`src/hdl/rbs_pkg.sv`:
```
package rbs_pkg;

  localparam int NUM_LANES = 8;
  localparam int DEF_MAX_MATRIX_SIDE = 64;
  localparam int DEF_MAX_BITMAP_SIDE = 32;
  localparam logic [6:0] MATRIX_SIDE_RESET = 7'd16;

  typedef enum logic {
    CFG_MATRIX_WIDTH  = 1'b0,
    CFG_MATRIX_HEIGHT = 1'b1
  } cfg_reg_e;

  typedef struct packed {
    logic [7:0]        bitmap_byte;
    logic [1:0]        byte_column;
    logic [4:0]        bitmap_row;
    logic [5:0]        bitmap_width;
    logic [5:0]        bitmap_height;
    logic signed [7:0] origin_x;
    logic signed [7:0] origin_y;
    logic signed [7:0] rotation;
    logic [23:0]       pixel_color;
  } item_t;

  typedef struct packed {
    logic [11:0] led_index;
    logic [23:0] write_color;
    logic        last;
  } result_t;

  typedef struct packed {
    logic              pix;
    logic [1:0]        bcol;
    logic [4:0]        row;
    logic [5:0]        bw;
    logic [5:0]        bh;
    logic signed [7:0] ox;
    logic signed [7:0] oy;
    logic [1:0]        rot;
  } lane_in_t;

  typedef struct packed {
    logic        hit;
    logic [11:0] led_index;
  } lane_res_t;

endpackage

```
`src/hdl/rotated_bitmap_blit_to_serpentine_matrix.sv`:
```
// Bitmap blit to a serpentine LED matrix. Each accepted transaction is one byte
// of a 1-bit-per-pixel bitmap; eight lanes map its pixels in parallel (rotate,
// clip, serpentine index from the bottom row) over two pipeline stages, and a
// merge buffer sends the surviving writes out in order, bit 7 first, one per
// cycle while result_stall is low, with last on the final write of the byte.
// The next byte is taken while the current one drains. The first write passes
// through the lane registers, the merge buffer's pending flags and the result
// register. Matrix size registers are written through cfg_write/cfg_index/
// cfg_data; the user must write them only while no byte is in flight, as the
// block itself does not enforce it.
module rotated_bitmap_blit_to_serpentine_matrix #(
  parameter int MAX_MATRIX_SIDE = rbs_pkg::DEF_MAX_MATRIX_SIDE,
  parameter int MAX_BITMAP_SIDE = rbs_pkg::DEF_MAX_BITMAP_SIDE
) (
  input  logic             clk,
  input  logic             rst,
  input  logic             cfg_write,
  input  logic [0:0]       cfg_index,
  input  logic [6:0]       cfg_data,
  input  logic             item_valid,
  output logic             item_stall,
  input  rbs_pkg::item_t   item,
  output logic             result_valid,
  input  logic             result_stall,
  output rbs_pkg::result_t result
);
  import rbs_pkg::*;

  logic [6:0]  matrix_width;
  logic [6:0]  matrix_height;
  logic [6:0]  mw;
  logic [6:0]  mh;
  logic [5:0]  bw;
  logic [5:0]  bh;
  logic        s1_valid;
  logic [23:0] s1_color;
  logic        accept;
  logic        load;
  logic        free;
  lane_in_t    lane_in [NUM_LANES];
  lane_res_t   lane_res [NUM_LANES];

  always_ff @(posedge clk) begin
    if (rst) begin
      matrix_width  <= MATRIX_SIDE_RESET;
      matrix_height <= MATRIX_SIDE_RESET;
    end else if (cfg_write) begin
      case (cfg_reg_e'(cfg_index))
        CFG_MATRIX_WIDTH:  matrix_width  <= cfg_data;
        CFG_MATRIX_HEIGHT: matrix_height <= cfg_data;
        default: ;
      endcase
    end
  end

  always_comb begin
    mw = (int'(matrix_width) > MAX_MATRIX_SIDE) ? 7'(MAX_MATRIX_SIDE) : matrix_width;
    mh = (int'(matrix_height) > MAX_MATRIX_SIDE) ? 7'(MAX_MATRIX_SIDE) : matrix_height;
    bw = (int'(item.bitmap_width) > MAX_BITMAP_SIDE) ? 6'(MAX_BITMAP_SIDE)
                                                     : item.bitmap_width;
    bh = (int'(item.bitmap_height) > MAX_BITMAP_SIDE) ? 6'(MAX_BITMAP_SIDE)
                                                      : item.bitmap_height;
    load       = s1_valid && free;
    item_stall = s1_valid && !free;
    accept     = item_valid && !item_stall;
  end

  always_ff @(posedge clk) begin
    if (rst) begin
      s1_valid <= 1'b0;
    end else if (accept || load) begin
      s1_valid <= accept;
    end
  end

  always_ff @(posedge clk) begin
    if (accept) begin
      s1_color <= item.pixel_color;
    end
  end

  for (genvar i = 0; i < NUM_LANES; i++) begin : g_lane
    always_comb begin
      lane_in[i].pix  = item.bitmap_byte[NUM_LANES-1-i];
      lane_in[i].bcol = item.byte_column;
      lane_in[i].row  = item.bitmap_row;
      lane_in[i].bw   = bw;
      lane_in[i].bh   = bh;
      lane_in[i].ox   = item.origin_x;
      lane_in[i].oy   = item.origin_y;
      lane_in[i].rot  = item.rotation[1:0];
    end

    rbs_lane #(
      .LANE(i)
    ) u_lane (
      .clk     (clk),
      .en      (accept),
      .lane_in (lane_in[i]),
      .mw      (mw),
      .mh      (mh),
      .res     (lane_res[i])
    );
  end

  rbs_merge u_merge (
    .clk          (clk),
    .rst          (rst),
    .load         (load),
    .lane_res     (lane_res),
    .color        (s1_color),
    .free         (free),
    .result_valid (result_valid),
    .result_stall (result_stall),
    .result       (result)
  );

`ifndef SYNTH
  a_accept_fills: assert property (@(posedge clk) disable iff (rst)
    accept |=> s1_valid)
    else $error("accepted transaction lost before merge");

  a_held_until_load: assert property (@(posedge clk) disable iff (rst)
    s1_valid && !load |=> s1_valid && $stable(s1_color))
    else $error("lane stage dropped without merge load");

  a_stall_only_busy: assert property (@(posedge clk) disable iff (rst)
    item_stall |-> s1_valid)
    else $error("stall with empty lane stage");
`endif

endmodule

```
`src/hdl/rbs_lane.sv`:
```
module rbs_lane #(
  parameter int LANE = 0
) (
  input  logic             clk,
  input  logic             en,
  input  rbs_pkg::lane_in_t lane_in,
  input  logic [6:0]       mw,
  input  logic [6:0]       mh,
  output rbs_pkg::lane_res_t res
);
  import rbs_pkg::*;

  logic [4:0]        w;
  logic              flip_x;
  logic              flip_y;
  logic              swap;
  logic signed [7:0] dx;
  logic signed [7:0] dy;
  logic signed [7:0] oa;
  logic signed [7:0] ob;
  logic signed [7:0] da;
  logic signed [7:0] db;
  logic              hit_next;
  logic signed [9:0] px_next;
  logic signed [9:0] py_next;

  logic              hit;
  logic signed [9:0] px;
  logic signed [9:0] py;

  logic              in_x;
  logic              in_y;
  logic [6:0]        ry;
  logic [6:0]        col;
  logic [13:0]       prod;
  logic [13:0]       idx;

  // stage 1: flip, swap, offset and bitmap bounds check
  always_comb begin
    w      = {lane_in.bcol, 3'(LANE)};
    flip_x = lane_in.rot[1];
    flip_y = lane_in.rot[1] ^ lane_in.rot[0];
    swap   = lane_in.rot[0];
    dx = flip_x ? $signed({2'b00, lane_in.bw}) - 8'sd1 - $signed({3'b000, w})
                : $signed({3'b000, w});
    dy = flip_y ? $signed({2'b00, lane_in.bh}) - 8'sd1 - $signed({3'b000, lane_in.row})
                : $signed({3'b000, lane_in.row});
    oa = swap ? lane_in.oy : lane_in.ox;
    ob = swap ? lane_in.ox : lane_in.oy;
    da = swap ? dy : dx;
    db = swap ? dx : dy;
    px_next = {{2{oa[7]}}, oa} + {{2{da[7]}}, da};
    py_next = {{2{ob[7]}}, ob} + {{2{db[7]}}, db};
    hit_next = lane_in.pix && ({1'b0, w} < lane_in.bw)
               && ({1'b0, lane_in.row} < lane_in.bh);
  end

  always_ff @(posedge clk) begin
    if (en) begin
      hit <= hit_next;
      px  <= px_next;
      py  <= py_next;
    end
  end

  // stage 2: clip and serpentine index
  always_comb begin
    in_x = !px[9] && (px[8:0] < {2'b00, mw});
    in_y = !py[9] && (py[8:0] < {2'b00, mh});
    ry   = mh - 7'd1 - py[6:0];
    col  = ry[0] ? px[6:0] : (mw - 7'd1 - px[6:0]);
    prod = {7'b0, ry} * {7'b0, mw};
    idx  = prod + {7'b0, col};
    res.hit       = hit && in_x && in_y;
    res.led_index = idx[11:0];
  end

endmodule

```
`src/hdl/rbs_merge.sv`:
```
module rbs_merge (
  input  logic               clk,
  input  logic               rst,
  input  logic               load,
  input  rbs_pkg::lane_res_t lane_res [rbs_pkg::NUM_LANES],
  input  logic [23:0]        color,
  output logic               free,
  output logic               result_valid,
  input  logic               result_stall,
  output rbs_pkg::result_t   result
);
  import rbs_pkg::*;

  localparam int SelW = $clog2(NUM_LANES);

  logic [NUM_LANES-1:0] pend;
  logic [NUM_LANES-1:0] pend_next;
  logic [11:0]          idx_buf [NUM_LANES];
  logic [23:0]          color_buf;
  logic                 out_free;
  logic                 pick;
  logic [SelW-1:0]      sel;
  logic [NUM_LANES-1:0] pend_after;

  always_comb begin
    sel = '0;
    for (int i = NUM_LANES - 1; i >= 0; i--) begin
      if (pend[i]) begin
        sel = SelW'(i);
      end
    end
    out_free   = !result_valid || !result_stall;
    pick       = out_free && (pend != '0);
    pend_after = pick ? (pend & ~(NUM_LANES'(1) << sel)) : pend;
    free       = (pend_after == '0);
    for (int i = 0; i < NUM_LANES; i++) begin
      pend_next[i] = lane_res[i].hit;
    end
  end

  always_ff @(posedge clk) begin
    if (rst) begin
      pend         <= '0;
      result_valid <= 1'b0;
    end else begin
      pend <= load ? pend_next : pend_after;
      if (out_free) begin
        result_valid <= pick;
      end
    end
  end

  always_ff @(posedge clk) begin
    if (load) begin
      for (int i = 0; i < NUM_LANES; i++) begin
        idx_buf[i] <= lane_res[i].led_index;
      end
      color_buf <= color;
    end
    if (pick) begin
      result.led_index   <= idx_buf[sel];
      result.write_color <= color_buf;
      result.last        <= (pend_after == '0);
    end
  end

`ifndef SYNTH
  a_pend_drains: assert property (@(posedge clk) disable iff (rst)
    pend != '0 |=> result_valid)
    else $error("pending write not presented");

  a_more_after_nonlast: assert property (@(posedge clk) disable iff (rst)
    result_valid && !result.last |-> pend != '0)
    else $error("non-final write with nothing pending");

  a_load_when_free: assert property (@(posedge clk) disable iff (rst)
    load |-> pend_after == '0)
    else $error("buffer reloaded with writes pending");
`endif

endmodule

```
`config.mk`:
```
export PLATFORM = sky130hd
export DESIGN_NAME = rotated_bitmap_blit_to_serpentine_matrix
export DESIGN_NICKNAME = d
export VERILOG_FILES = /design/src/hdl/rbs_pkg.sv /design/src/hdl/rotated_bitmap_blit_to_serpentine_matrix.sv /design/src/hdl/rbs_lane.sv /design/src/hdl/rbs_merge.sv
export SDC_FILE = /design/constraint.sdc
export NUM_CORES = 2
export LEC_CHECK = 0
export ABC_CLOCK_PERIOD_IN_PS = 14200
export BUFFER_PORTS_ARGS = -buffer_cell sky130_fd_sc_hd__buf_2
export CAP_MARGIN = 20
export CORE_MARGIN = 3
export CORE_UTILIZATION = 62
export CTS_CLUSTER_SIZE = 24
export DETAILED_ROUTE_END_ITERATION = 10
export GPL_ROUTABILITY_DRIVEN = 0
export HOLD_SLACK_MARGIN = 0.06
export PLACE_DENSITY = 0.8
export SETUP_SLACK_MARGIN = 0.15
export SLEW_MARGIN = 40
export SYNTH_ARGS = -nofsm -noshare
export SYNTH_HDL_FRONTEND = slang
export SYNTH_SLANG_ARGS = --single-unit
```
`constraint.sdc`:
```
create_clock -name clk -period 14.2 [get_ports clk]
set_input_delay 2.84 -clock clk [delete_from_list [all_inputs] [get_ports clk]]
set_output_delay 2.84 -clock clk [all_outputs]
set_load 0.02 [all_outputs]
```
# Word-level counts from Yosys, hierarchy flattened
# Memories as Yosys holds them, arrays and structs flattened. A register that Yosys moved wholly into a read port is not among the register bits.
# Index checks and enable logic that the tools add are counted.
# Widths: inputs -> output; s select.
# op_classes
add_sub_neg,53
multipliers,8
order_cmp,29
shift,1
n_mux,51
n_bitwise,4
n_reduce_logical,78
# ops
op,count
$mux 8,29
$add 8x8->9,16
$lt 9x7->1,16
$sub 7x7->7,16
$add 12x7->12,8
$mul 7x7->12,8
$sub 8x6->8,9
$mux 7,10
$lt 5x6->1,9
$logic_and 1x1->1,52
$mux 3,8
$logic_not 1->1,20
$gt 7x7->1 const B,2
$sub 6x1->7 const B,2
$sub 7x1->7 const B,2
$gt 6x6->1 const B,2
$mux 6,2
$and 8x8->8,1
$logic_not 8->1,1
$not 8->8,1
$reduce_bool 8->1,1
$shl 1x3->8 const A,1
$reduce_and 2->1,2
$logic_or 1x1->1,2
3 further kinds,4
# word_totals
regBits,265
ram_bits,96
input_bits,88
output_inout_bits,39
wordCells,258
memories,1
# memory_table
memory,depth,width,rd,rd_clocked_by_memory_dff,wr,line_no,text
u_merge.idx_buf,8,12,1,1,8,rbs_merge.sv:18,logic [11:0] idx_buf [NUM_LANES];

# Longest topological paths before layout
# depth
word_depth,18
depth_mapped,27
ltp_nobuf,25

# Modules after synthesis
# From an unflattened synthesis, not the netlist that was laid out.
# unflattened
cells_unflattened,5046
area_unflattened_um2,46470.8
# by_module_without_submodules
module,n_inst,cells_each,area_each_um2,seq_area_each_um2
rbs_merge,1,369,6190.9,4894.7
rbs_lane (g_lane[4].u_lane),1,577,4894.7,570.5
rbs_lane (g_lane[5].u_lane),1,578,4884.7,570.5
rbs_lane (g_lane[1].u_lane),1,581,4867.2,570.5
rbs_lane (g_lane[2].u_lane),1,571,4865.9,570.5
rbs_lane (g_lane[6].u_lane),1,565,4837.1,570.5
rbs_lane (g_lane[7].u_lane),1,569,4817.1,570.5
rbs_lane (g_lane[3].u_lane),1,565,4813.4,570.5
rbs_lane (g_lane[0].u_lane),1,559,4775.8,570.5
rotated_bitmap_blit_to_serpentine_matrix,1,112,1524.0,1021.0

# Worst setup path after synthesis
# Ideal clock, no wire load.
# synth_timing
path_kind,in2reg
from,in result_stall
to,reg g_lane[0].u_lane.hit (enable)
setup_time_ps,534
arrival_time_ps,7573
t_required_ps,13666
slack_ps,6093
stages,7
path_buffers,0
cell_sequence,and2_1 > maj3_1 > o22ai_1 > a21o_1 > and4_2 > nand2b_1 > and2_1
# synth_via
elab_chain_len,9
# synth_rtl
element,line_no,text
start: declaration,rotated_bitmap_blit_to_serpentine_matrix.sv:24,"input logic result_stall,"
$logic_not 1->1,rbs_merge.sv:32,out_free = !result_valid || !result_stall;
$logic_or 1x1->1,rbs_merge.sv:32,
$logic_and 1x1->1,rbs_merge.sv:33,pick = out_free && (pend != '0);
$mux 8,rbs_merge.sv:34,pend_after = pick ? (pend & ~(NUM_LANES'(1) << sel)) : pend;
$logic_not 8->1,rbs_merge.sv:35,free = (pend_after == '0);
named net free,rotated_bitmap_blit_to_serpentine_matrix.sv:39,logic free;
$logic_not 1->1,rotated_bitmap_blit_to_serpentine_matrix.sv:64,item_stall = s1_valid && !free;
$logic_and 1x1->1,rotated_bitmap_blit_to_serpentine_matrix.sv:64,
$logic_not 1->1,rotated_bitmap_blit_to_serpentine_matrix.sv:65,accept = item_valid && !item_stall;
$logic_and 1x1->1,rotated_bitmap_blit_to_serpentine_matrix.sv:65,
named net accept,rotated_bitmap_blit_to_serpentine_matrix.sv:37,logic accept;
end signal: assignment,rbs_lane.sv:60,hit <= hit_next;
end: declaration,rbs_lane.sv:27,logic hit;
# The timed path passes the listed nets, and every way through them passes these cells.
# A chain may end at the register's enable or synchronous reset.

==> flow_metrics.py <==
metrics = {
    "run_status": {
        "status": "finished, final reports clean",
    },
    "hold_path": {
        "hold_path_end": "u_merge.color_buf[16]",
        "min_path_type": "register to register",
        "hp-start": "s1_color[16]",
        "hold_depth": 0,
    },
    "placement": {
        "portBuffers": 120,
        "dp.final_hpwl_microns": 72900,
        "dp.cells": 4468,
    },
    "cts": {
        "cts_max_level": 2,
        "cts_setup_buffers": 0,
        "numCtsBuffers": 37,
        "clock_latency_ns": 0.56,
        "cts_tree": "done",
        "clockBufferDepth": 3,
        "cts.sinks": 327,
        "root_buffer": "clkbuf_16",
        "cts_resized": 0,
        "holdBufCountCts": 0,
        "path_clk_slew_ns": 0.08,
    },
    "yosys": {
        "async_reset_ff_frac": 0,
        "synth_top_area_share": 0.258,
        "netlist_top_cells_count": "533 x inv_1, 498 x ha_1, 353 x nor2_1",
        "synth_area_sq_um": 35200,
        "ys_warn_count": 0,
        "synth_area_leaders": "edfxtp_1 26%, ha_1 18%, fa_1 15%",
        "seq_area_frac_synth": 0.272,
        "synth_largest_area_cell": "edfxtp_1",
        "ys.flop_type": "edfxtp_1",
        "synthCells": 3653,
        "ys_ff_latch": 327,
        "syn_avg_cell_area_sq_um": 9.65,
        "yosysMostFrequentCell": "inv_1",
        "synth.distinct_cells": 69,
        "synth_nets": 4498,
        "synth_enable_flop_cells": 303,
    },
    "cells_and_area": {
        "drive_above_1_share": 0.0829,
        "area_growth_syn_to_layout_pct": 7.82,
        "final_nets": 4605,
        "layout.cells.non_filler": 4538,
        "final.fill_count": 4338,
    },
    "critical_path": {
        "cp_data_arrival_time_ns": 8.32,
        "rrSetupSlack_ns": 6.18,
        "reg2reg_to": "u_merge.idx_buf[4][11]",
        "critical_path_buf_inv_count": 6,
        "worst_path_most_repeated_cell": "inv_1",
        "crit_path_top_delay_cell": "xor2_2",
        "r2r_start": "matrix_height[6]",
        "crit_required_ns": 14.50,
        "worst-path-max-fanout": 16,
        "slowest_delay_ns": 0.62,
        "crit_family": "adder cells",
        "crit_path_start_kind": "register",
        "critPathKind": "register to register",
        "endpoint_kind": "register",
        "r2r_cells": 25,
    },
    "timing": {
        "min_period_ns": 8.02,
        "finalClockSkew_ns": 0.0267,
        "tightest_slew_ns": 0.871,
        "hold_violations": 0,
        "rsz0062_at_grt": "false",
        "finalMaxSlewViolations": 0,
        "post-route-period-util": 0.565,
        "timing.setup.tns_ns": 0,
        "timing.slew.headroom": 0.418,
        "fmax_ghz": 0.125,
        "timing.hold.ws_ns": 0.404,
        "setup_viol": 0,
    },
    "grt": {
        "grt-ovfl-total": 0,
        "grt_pass1_wl_microns": 144000,
        "grt_max_degree": 74,
        "grt_pass1_vias": 26600,
        "grt_usage": 0.310,
        "antenna_found_initial": 4,
    },
    "die": {
        "die_x_microns": 244,
        "die_y_microns": 244,
        "num_io_pins": 127,
        "start_util": 0.634,
        "core_sq_um": 55600,
        "dieArea_sq_um": 59700,
        "row_count": 86,
    },
    "power": {
        "powerDensity_nw_per_um2": 186,
        "p_leak_nw": 17.6,
        "ir_drop_uv": 131,
    },
    "drt": {
        "avgViaCountPerCell": 5.92,
        "drc_errors": 0,
        "first_pass_iters": 8,
        "routed_wl_microns": 92000,
        "drtIter0Drc": 2310,
        "route.vias.total": 26800,
        "wl_per_cell_microns": 20.3,
        "ant_nets": 0,
    },
    "flow_run": {
        "maxCapViolations": 0,
    },
}
cell usage in the layout (no fill, tap or decap), types with 29 or more instances in the layout:
| master | count |
|---|---|
| a21o_1 | 100 |
| fa_1 | 259 |
| mux2i_1 | 29 |
| a21oi_1 | 271 |
| o21ai_0 | 221 |
| ha_1 | 498 |
| nor2b_1 | 49 |
| o21bai_1 | 40 |
| mux2_2 | 55 |
| inv_1 | 533 |
| xnor2_1 | 214 |
| clkbuf_16 | 37 |
| xor2_1 | 81 |
| edfxtp_1 | 303 |
| buf_2 | 120 |
| nand2b_1 | 53 |
| buf_4 | 33 |
| nor3_1 | 34 |
| and2_1 | 35 |
| nor2_1 | 352 |
| nand2_1 | 160 |
power by group:
part	leakage [nW]	switching (mW)	internal, mW
combinational	13.9	2.64	1.85
clock	0.583	0.402	0.542
sequential	3.09	0.147	1.47
total	17.6	3.19	3.87
worst max-delay path by stage:
stage / to / from / cells past startpoint
after floorplan: g_lane[0].u_lane.hit / result_stall / 7
after global placement: u_merge.idx_buf[4][11] / matrix_height[6] / 25
after detailed placement: u_merge.idx_buf[4][11] / matrix_height[6] / 25
after CTS: u_merge.idx_buf[4][11] / matrix_height[6] / 25
after global routing: u_merge.idx_buf[4][11] / matrix_height[6] / 25
final: u_merge.idx_buf[4][11] / matrix_height[6] / 25
per-layer routing:
| layer | vias to the layer above | wire [microns] | GRT usage |
|---|---|---|---|
| li1 | 12600 | - | - |
| met2 | 1275 | 42000 | 0.498 |
| met5 | - | 23 | 0 |
| met3 | 324 | 8420 | 0.0668 |
| met1 | 12600 | 36000 | 0.396 |
| met4 | 4 | 5530 | 0.165 |
final cells by class:
cell class              instances  area, sq um  share of cell area
multi-input cells            2698        23400               0.615
flip-flops and latches        327         9580               0.252
inverters                     539         2020              0.0532
clock buffers                  42          945              0.0249
well taps                     748          936              0.0246
repair buffers                157          902              0.0237
clock inverters                26          244             0.00642
diodes                          1         2.50           0.0000658
cells by family (layout without fill, tap and decap cells):
family,count (synthesis),count (layout),synth area share
XOR/XNOR,308,308,0.0785
other,0,1,0
flip-flops,327,327,0.272
AO/OA/AOI/OAI,775,775,0.131
multiplexers,86,86,0.0264
AND/OR/NAND/NOR,771,771,0.101
adder cells (fa/ha/maj),758,758,0.324
buffers and inverters,628,764,0.0671
registers in the layout, indices dropped and copies added, names as in the netlist:
name and cells:
matrix_width 7, matrix_height 7, g_lane.u_lane.hit 8, g_lane.u_lane.px 62, u_merge.result 37, s1_color 24
u_merge.idx_buf 86, u_merge.color_buf 24, s1_valid 1, u_merge.pend 8, g_lane.u_lane.py 62, u_merge.result_valid 1
metrics by stage:
step	total power, mW	instance area [sq um]	util	setup slack (ns)
finish	7.05	38000	0.683	6.18
detailed placement	6.01	36800	0.661	6.30
CTS	7.01	38000	0.683	6.27
global route	7.69	38000	0.683	5.66
floorplan	4.90	35200	-	6.09
global placement	5.86	36700	0.660	6.13
Power figures use the tool's default switching activity.
